<file path="src/rtl/assert_macros.svh">
// Assertion helpers for the RTL.
`ifndef ASSERT_MACROS_SVH
`define ASSERT_MACROS_SVH

// Check a property on every clock edge outside reset.
`define SPIL_ASSERT(label, clk, rst_n, prop, msg) \
    label: assert property (@(posedge clk) disable iff (!(rst_n)) (prop)) else $error(msg);

// Check that a condition implies a consequence in the same cycle.
`define SPIL_ASSERT_IMP(label, clk, rst_n, ante, cons, msg) \
    label: assert property (@(posedge clk) disable iff (!(rst_n)) (ante) |-> (cons)) \
        else $error(msg);

// Check that a condition implies a consequence in the next cycle.
`define SPIL_ASSERT_NXT(label, clk, rst_n, ante, cons, msg) \
    label: assert property (@(posedge clk) disable iff (!(rst_n)) (ante) |=> (cons)) \
        else $error(msg);

`endif

</file>
<file path="src/rtl/spil_pkg.sv">
`default_nettype none

package spil_pkg;

    localparam int COORD_BITS = 16;
    localparam int CAP_BITS   = 5;

    localparam logic [CAP_BITS-1:0] CAP_RESET = 5'd10;

    localparam logic KIND_INSERT = 1'b0;
    localparam logic KIND_READ   = 1'b1;

    localparam logic [1:0] ST_INSERTED = 2'd0;
    localparam logic [1:0] ST_FULL     = 2'd1;
    localparam logic [1:0] ST_READ_OK  = 2'd2;
    localparam logic [1:0] ST_READ_BAD = 2'd3;

    localparam logic [2:0] ADDR_CAPACITY = 3'd0;

    typedef struct packed {
        logic signed [COORD_BITS-1:0] x;
        logic signed [COORD_BITS-1:0] y;
    } t_point;

    typedef struct packed {
        logic   gt;
        t_point pt;
    } t_link;

endpackage

`default_nettype wire

</file>
<file path="src/rtl/spil_cell.sv">
`default_nettype none

module spil_cell
    import spil_pkg::*;
(
    input  wire         i_clk,
    input  wire         i_shift_en,
    input  wire         i_occ,
    input  wire         i_at_end,
    input  wire t_point i_new_pt,
    input  wire t_link  i_left,
    output t_link       o_link,
    output logic        o_take_new
);

    t_point r_pt;
    logic   w_gt;

    always_comb begin
        w_gt = i_occ && ((r_pt.x > i_new_pt.x) ||
                         ((r_pt.x == i_new_pt.x) && (r_pt.y > i_new_pt.y)));
        o_take_new = !i_left.gt && (w_gt || i_at_end);
        o_link     = '{gt: w_gt, pt: r_pt};
    end

    // shift up from the left neighbor, or drop the new point in place
    always_ff @(posedge i_clk) begin
        if (i_shift_en) begin
            if (i_left.gt) begin
                r_pt <= i_left.pt;
            end else if (o_take_new) begin
                r_pt <= i_new_pt;
            end
        end
    end

endmodule

`default_nettype wire

</file>
<file path="src/rtl/sorted_point_insert_list.sv">
// Channel | Direction | Handshake                  | Payload
// input   | in        | i_in_valid / o_in_stall    | i_kind i_point_x i_point_y i_read_index
// result  | out       | o_out_valid / i_out_stall  | o_status o_position o_entry_count o_out_x
//         |           |                            | o_out_y
// config  | in        | APB psel/penable/pwrite    | paddr pwdata prdata pready
//
// Unstalled, one item per cycle; on insert every cell compares and shifts in the same cycle.
// The result appears in the cycle after the item is accepted, from an output register.
// A stalled result stalls the input only while that register is occupied and held.
// Reset clears the entry count and sets capacity_limit to 10; no clearing pass.
`default_nettype none

module sorted_point_insert_list
    import spil_pkg::*;
#(
    parameter int LIST_DEPTH = 16
) (
    input  wire                               i_clk,
    input  wire                               i_rst_n,
    input  wire                               i_in_valid,
    output logic                              o_in_stall,
    input  wire                               i_kind,
    input  wire  signed [COORD_BITS-1:0]      i_point_x,
    input  wire  signed [COORD_BITS-1:0]      i_point_y,
    input  wire  [$clog2(LIST_DEPTH)-1:0]     i_read_index,
    output logic                              o_out_valid,
    input  wire                               i_out_stall,
    output logic [1:0]                        o_status,
    output logic [$clog2(LIST_DEPTH)-1:0]     o_position,
    output logic [$clog2(LIST_DEPTH+1)-1:0]   o_entry_count,
    output logic signed [COORD_BITS-1:0]      o_out_x,
    output logic signed [COORD_BITS-1:0]      o_out_y,
    input  wire                               psel,
    input  wire                               penable,
    input  wire                               pwrite,
    input  wire  [2:0]                        paddr,
    input  wire  [31:0]                       pwdata,
    output logic [31:0]                       prdata,
    output logic                              pready
);

    `include "assert_macros.svh"

    localparam int IW   = $clog2(LIST_DEPTH);
    localparam int CW   = $clog2(LIST_DEPTH + 1);
    localparam int CMPW = (CW > CAP_BITS) ? CW : CAP_BITS;

    localparam logic [CW-1:0] DEPTH_CNT = CW'(LIST_DEPTH);

    logic [CAP_BITS-1:0]         r_cap;
    logic [CW-1:0]               r_count;
    logic [CW-1:0]               n_count;
    logic                        r_out_valid;
    logic [1:0]                  r_status;
    logic [1:0]                  n_status;
    logic [IW-1:0]               r_pos;
    logic [IW-1:0]               n_pos;
    logic [CW-1:0]               r_out_cnt;
    t_point                      r_out_pt;
    t_point                      n_out_pt;

    logic                        w_acc;
    logic                        w_full;
    logic                        w_insert;
    logic                        w_cfg_wr;
    logic [IW-1:0]               w_new_pos;
    t_point                      w_rd_pt;
    t_point                      w_new_pt;
    logic [LIST_DEPTH-1:0]       w_take_new;
    t_link                       w_link [LIST_DEPTH+1];

    assign pready     = 1'b1;
    assign o_in_stall = r_out_valid && i_out_stall;
    assign w_acc      = i_in_valid && !o_in_stall;
    assign w_cfg_wr   = psel && penable && pwrite && pready && (paddr == ADDR_CAPACITY);
    assign w_new_pt   = '{x: i_point_x, y: i_point_y};

    assign w_full   = (CMPW'(r_count) >= CMPW'(r_cap)) || (r_count == DEPTH_CNT);
    assign w_insert = w_acc && (i_kind == KIND_INSERT) && !w_full;

    assign w_link[0] = '{gt: 1'b0, pt: '0};

    for (genvar gi = 0; gi < LIST_DEPTH; gi++) begin : g_cell
        spil_cell u_cell (
            .i_clk      (i_clk),
            .i_shift_en (w_insert),
            .i_occ      (r_count > CW'(gi)),
            .i_at_end   (r_count == CW'(gi)),
            .i_new_pt   (w_new_pt),
            .i_left     (w_link[gi]),
            .o_link     (w_link[gi+1]),
            .o_take_new (w_take_new[gi])
        );
    end

    always_comb begin
        w_new_pos = '0;
        w_rd_pt   = '0;
        for (int i = 0; i < LIST_DEPTH; i++) begin
            if (w_take_new[i]) begin
                w_new_pos = w_new_pos | IW'(i);
            end
            if ((r_count > CW'(i)) && (i_read_index == IW'(i))) begin
                w_rd_pt = w_rd_pt | w_link[i+1].pt;
            end
        end
    end

    always_comb begin
        n_count  = r_count;
        n_pos    = '0;
        n_out_pt = '0;
        n_status = ST_FULL;
        unique case (i_kind)
            KIND_INSERT: begin
                if (!w_full) begin
                    n_status = ST_INSERTED;
                    n_pos    = w_new_pos;
                    n_count  = r_count + CW'(1);
                end
            end
            KIND_READ: begin
                n_pos = i_read_index;
                if (CW'(i_read_index) >= r_count) begin
                    n_status = ST_READ_BAD;
                end else begin
                    n_status = ST_READ_OK;
                    n_out_pt = w_rd_pt;
                end
            end
            default: begin
                n_status = ST_FULL;
            end
        endcase
    end

    always_ff @(posedge i_clk) begin
        if (!i_rst_n) begin
            r_cap       <= CAP_RESET;
            r_count     <= '0;
            r_out_valid <= 1'b0;
        end else begin
            if (w_cfg_wr) begin
                r_cap <= pwdata[CAP_BITS-1:0];
            end
            if (w_acc) begin
                r_count     <= n_count;
                r_out_valid <= 1'b1;
            end else if (!i_out_stall) begin
                r_out_valid <= 1'b0;
            end
        end
    end

    always_ff @(posedge i_clk) begin
        if (w_acc) begin
            r_status  <= n_status;
            r_pos     <= n_pos;
            r_out_cnt <= n_count;
            r_out_pt  <= n_out_pt;
        end
    end

    always_comb begin
        prdata = '0;
        if (paddr == ADDR_CAPACITY) begin
            prdata = 32'(r_cap);
        end
    end

    assign o_out_valid   = r_out_valid;
    assign o_status      = r_status;
    assign o_position    = r_pos;
    assign o_entry_count = r_out_cnt;
    assign o_out_x       = r_out_pt.x;
    assign o_out_y       = r_out_pt.y;

    `SPIL_ASSERT(a_count_bound, i_clk, i_rst_n, r_count <= DEPTH_CNT, "count above depth")
    `SPIL_ASSERT_IMP(a_one_slot, i_clk, i_rst_n, r_count < DEPTH_CNT, $onehot(w_take_new), "insert slot not unique")
    `SPIL_ASSERT_NXT(a_count_inc, i_clk, i_rst_n, w_insert, r_count == $past(r_count) + CW'(1), "count did not advance")
    `SPIL_ASSERT_NXT(a_count_mono, i_clk, i_rst_n, 1'b1, r_count >= $past(r_count), "count decreased")
    `SPIL_ASSERT_NXT(a_result_cnt, i_clk, i_rst_n, w_acc, o_entry_count == r_count, "result count mismatch")

endmodule

`default_nettype wire

</file>
<file path="config.mk">
export PLATFORM = sky130hd
export DESIGN_NAME = sorted_point_insert_list
export DESIGN_NICKNAME = d
export VERILOG_FILES = /design/src/rtl/spil_pkg.sv /design/src/rtl/spil_cell.sv /design/src/rtl/sorted_point_insert_list.sv
export VERILOG_INCLUDE_DIRS = /design/src /design/src/rtl
export SDC_FILE = /design/constraint.sdc
export NUM_CORES = 2
export LEC_CHECK = 0
export BUFFER_PORTS_ARGS = -buffer_cell sky130_fd_sc_hd__clkbuf_2
export CAP_MARGIN = 20
export CORE_MARGIN = 4
export CORE_UTILIZATION = 57
export CTS_CLUSTER_DIAMETER = 120
export DETAILED_ROUTE_END_ITERATION = 10
export PLACE_DENSITY = 0.83
export SLEW_MARGIN = 10
export SYNTH_ARGS = -nofsm -noshare
export SYNTH_HDL_FRONTEND = slang
export SYNTH_HIERARCHICAL = 1
export SYNTH_SLANG_ARGS = --single-unit
</file>
<file path="constraint.sdc">
create_clock -name i_clk -period 9.3 [get_ports i_clk]
set_input_delay 0.93 -clock i_clk [delete_from_list [all_inputs] [get_ports i_clk]]
set_output_delay 0.93 -clock i_clk [all_outputs]
set_load 0.02 [all_outputs]
</file>
# Word-level counts from Yosys, hierarchy flattened
# Index checks and enable logic that the tools add are counted.
# totals
regBits	566
inputBits	79
output_inout_bits	78
# op_classes
n_addsub	1
n_lt_le_gt_ge	50
n_mux	71
n_eq_ne	48
reduce_logical	155
bitwise_logic	16
# op_table
op	count
32-bit two-way mux	46
16-bit > comparator	32
32-bit bitwise OR	15
16-bit equality test	16
1-bit logical AND	70
5-bit by 4-bit equality test with 1-bit output, second input constant	8
5-bit by 4-bit > comparator with 1-bit output, second input constant	8
4-bit two-way mux	9
1-bit logical OR	33
4-bit equality test, second input constant	8
2-bit AND reduction	16
2-bit nonzero test	15
5-bit by 3-bit equality test with 1-bit output, second input constant	4
5-bit by 3-bit > comparator with 1-bit output, second input constant	4
1-bit logical NOT	17
4-bit by 3-bit equality test with 1-bit output, second input constant	4
5-bit two-way mux	3
3-bit two-way mux	4
5-bit by 2-bit equality test with 1-bit output, second input constant	2
5-bit by 1-bit > comparator with 1-bit output, second input constant	2
5-bit by 2-bit > comparator with 1-bit output, second input constant	2
4-bit by 2-bit equality test with 1-bit output, second input constant	2
4-bit case mux with 2 select lines	1
5-bit by 1-bit adder with 5-bit output, second input constant	1
14 further kinds	19

# Depth between registers and ports, before layout
# depth
ltp_word	33
mapped_depth	16
depth_no_buf	14

# By module
# Netlist, hierarchy kept.
# modules_own_cells
mod	area_each_um2	n_inst	cells_each
spil_cell (g_cell[0].u_cell ...)	2217.1	9	228
spil_cell (g_cell[4].u_cell ...)	2217.1	6	230
sorted_point_insert_list	6239.7	1	688
spil_cell (g_cell[3].u_cell)	2209.6	1	234

# Least setup slack after synthesis
# Ideal clock, no wire load.
# synth_timing
path_type	input -> register
from	in i_out_stall
to	reg g_cell[4].u_cell.r_pt (netlist bit g_cell[4].u_cell/o_link[0]) (enable)
arrival_ns	6.575
slack_ns	2.284
n_path_buf	0
path_stages	6
cell_sequence	and2_1 -> nor2b_1 -> inv_1 -> a211oi_2 -> o31ai_1 -> a31oi_1
# synth_via
elab_chain_cells	6
# synth_rtl
element	line_no	text
from (decl)	sorted_point_insert_list.sv:27	input wire i_out_stall,
1-bit logical AND	sorted_point_insert_list.sv:73	assign o_in_stall = r_out_valid && i_out_stall;
1-bit logical NOT	sorted_point_insert_list.sv:74	assign w_acc = i_in_valid && !o_in_stall;
1-bit logical AND	sorted_point_insert_list.sv:74	
via w_acc	sorted_point_insert_list.sv:62	logic w_acc;
1-bit logical AND (2 in series)	sorted_point_insert_list.sv:79	assign w_insert = w_acc && (i_kind == KIND_INSERT) && !w_full;
via w_insert	sorted_point_insert_list.sv:64	logic w_insert;
2-bit AND reduction (no source line)	n/a	
to (signal assigned)	spil_cell.sv:30	r_pt <= i_left.pt;
to (signal assigned)	spil_cell.sv:32	r_pt <= i_new_pt;
to (decl)	spil_cell.sv:16	t_point r_pt;
# The timed path passes the listed nets, and every way through them passes these cells.
# A chain may end at the register's enable or synchronous reset.

==> reports/results.ini <==
[power_and_ir_drop]
power_frac_seq=0.453
power_uw=6640
power.share.combinational=0.155
leakagePower_uw=0.0186
internal_power_uw=4790
cellPowerDensity_mw_per_mm2=146
p_sw_uw=1850
clkPwrFrac=0.392
vdd.ir_drop.worst_v=0.000164
switching_share=0.279

[finish]
drive_above_1_share=0.0962
finalNonFillerCells=5402
area_growth_pct=8.96
finalNetCount=5007
fin_util=0.631

[global_routing]
grt.busiest_layer=met2
gr-usage-met1=0.452
grt_usage=0.320
overflow=0
grt_pass1_wl_um=194000
grt.met3_usage=0.0654
grt_max_degree=67
grt_pass1_vias=33246
grtUsageMet2=0.493
antenna_found_initial=1

[clock_network]
post_cts_resize_count=0
post_cts_buffers=0
ctsRootBufferMaster=clkbuf_16
clk_latency_ps=610
cts_max_path_buffers=3
htree_levels=3
cts.clk_slew.worst_paths_ps=60
hold_buffers=0
cts_tree=done
cts.sinks=566
cts_buffers=66

[run_status]
status=finished, final reports clean

[worst_setup_path]
crit_slowest_cell=a221o_1
crit_path_end=g_cell[11].u_cell/o_link[20]
cp-startpoint=i_point_x[14]
r2r_setup_slack_ps=4400
r2r_cells=10
crit_buf_inv=4
cp_top_family=buffers and inverters
critPathLaunchType=input port
max_stage_delay_ps=660
cp-end-kind=flop
r2r-start=r_count[4]
worstSetupPathType=input port to flop
cp.required_ps=9580
crit_cells=13
crit_arrival_ps=5270
cpMostUsedCell=buf_4
rr_endpoint=g_cell[11].u_cell/o_link[20]
crit_path_max_fanout=66
cp_cell_sequence=clkbuf_2 > inv_1 > ha_1 > nand4_4 > nor4_4 > nand4b_1 > or4_1 > nand2_1 > a21o_2 > buf_4 > o21a_1 > a221o_1 > buf_4

[route]
dr.pass1.iters=8
ant_nets=0
avgViaCountPerCell=6.55
vias=35384
wl_per_cell_um=23.7
drcViolationCount=0
wl_um=128000
dr.first_iter.drc_count=5242

[place]
place_hpwl_um=99700
dp.cells=5277
place_congestion=0.964
portBuffers=101

[run]
drv_cap=0

[die]
coreArea_sq_mm=0.0720
io_pins=157
die_y_um=278
die-area_sq_mm=0.0775
num_rows=98
die_w_um=278
initial_core_util=0.579

[sta]
finalHoldViolCount=0
fin_crit_ps=4990
max_slew_margin=0.341
fmax_ghz=0.200
fin_crit_sh=0.536
setup_viol=0
finalMaxSlewViolations=0
skew_ps=20.9
rsz0062_at_grt=false
tns_ps=0
max_slew.worst_pin.slew_ps=988

[synthesis]
yosysWarnings=6
syn_avg_cell_area_sq_um=9.58
synth_area_sq_mm=0.0417
syn_inst=4347

[min_path]
hold_class=flop to flop

==> per-stage QoR <==
step                      worst slack, ps  hold slack [ps]  instance area, sq um
final                                4310              533                 45400
after detailed placement             3750              526                 43100
after global routing                 4090              554                 45400
after CTS                            4390              535                 45200
after global placement               3840              493                 43100
after floorplan                      2280              475                 41900
==> sequential cells by signal, summed over array words and instances (netlist names) <==
register / count
o_entry_count: 5
g_cell.u_cell/o_link: 512
o_status: 2
r_count: 5
o_out_y: 16
r_cap: 5
o_position: 4
o_out_x: 16
o_out_valid: 1
==> worst min path at each step <==
stage,start,end,slack (ps),cells after the start
after floorplan,r_cap[2],r_cap[2],470,2
after global placement,r_cap[2],r_cap[2],490,2
after detailed placement,r_cap[3],r_cap[3],530,2
after CTS,pwdata[3],r_cap[3],540,3
after global routing,pwdata[3],r_cap[3],550,3
final,r_cap[3],r_cap[3],530,2
==> cell type report <==
| cell class | count | area, sq um |
|---|---|---|
| inverter | 579 | 2170 |
| multi-input combinational | 3031 | 22000 |
| clock inverter | 28 | 211 |
| sequential | 566 | 16900 |
| antenna | 1 | 2.50 |
| fill | 5572 | 26600 |
| timing repair buffer | 158 | 1070 |
| clock buffer | 89 | 1910 |
| tap | 950 | 1190 |
==> power by group through the flow <==
| stage | combinational, uW | sequential (uW) | clock (uW) |
|---|---|---|---|
| after floorplan | 694 | 3040 | 0 |
| after global placement | 946 | 3050 | 0 |
| after detailed placement | 990 | 3060 | 0 |
| after CTS | 999 | 3000 | 2620 |
| after global routing | 1140 | 3010 | 2710 |
| final | 1030 | 3010 | 2600 |
==> layer usage <==
layer  vias to the layer above  share of wire
met5                         -        0.00048
met4                         2          0.033
met3                       273           0.14
met2                      2359           0.44
met1                     16689           0.39
li1                      16061              -
==> worst register-to-register path: cells and delay by family, from the launching register on <==
family / cells / cell delay [ps]
buf+inv: 3 / 1380
simple gates: 3 / 780
flops: 1 / 680
compound gates: 4 / 1720
==> layout by cell type (no fill, tap or decap), types with 31 or more instances in the layout <==
master / instances
edfxtp_1: 555
clkbuf_16: 72
a22o_1: 68
a221o_1: 64
inv_1: 579
ha_1: 526
nor3_1: 38
nand3_1: 40
clkbuf_2: 101
a31oi_1: 40
a32oi_1: 32
nand2_1: 638
and3_1: 58
nor2b_1: 34
and4_1: 37
conb_1: 62
mux2_2: 41
a22oi_1: 33
buf_4: 49
a21oi_1: 204
nand4_1: 67
o21ai_0: 518
a32o_1: 31
nor2_1: 55
a221oi_1: 36
Note: power is estimated with default switching activity, not from simulation.
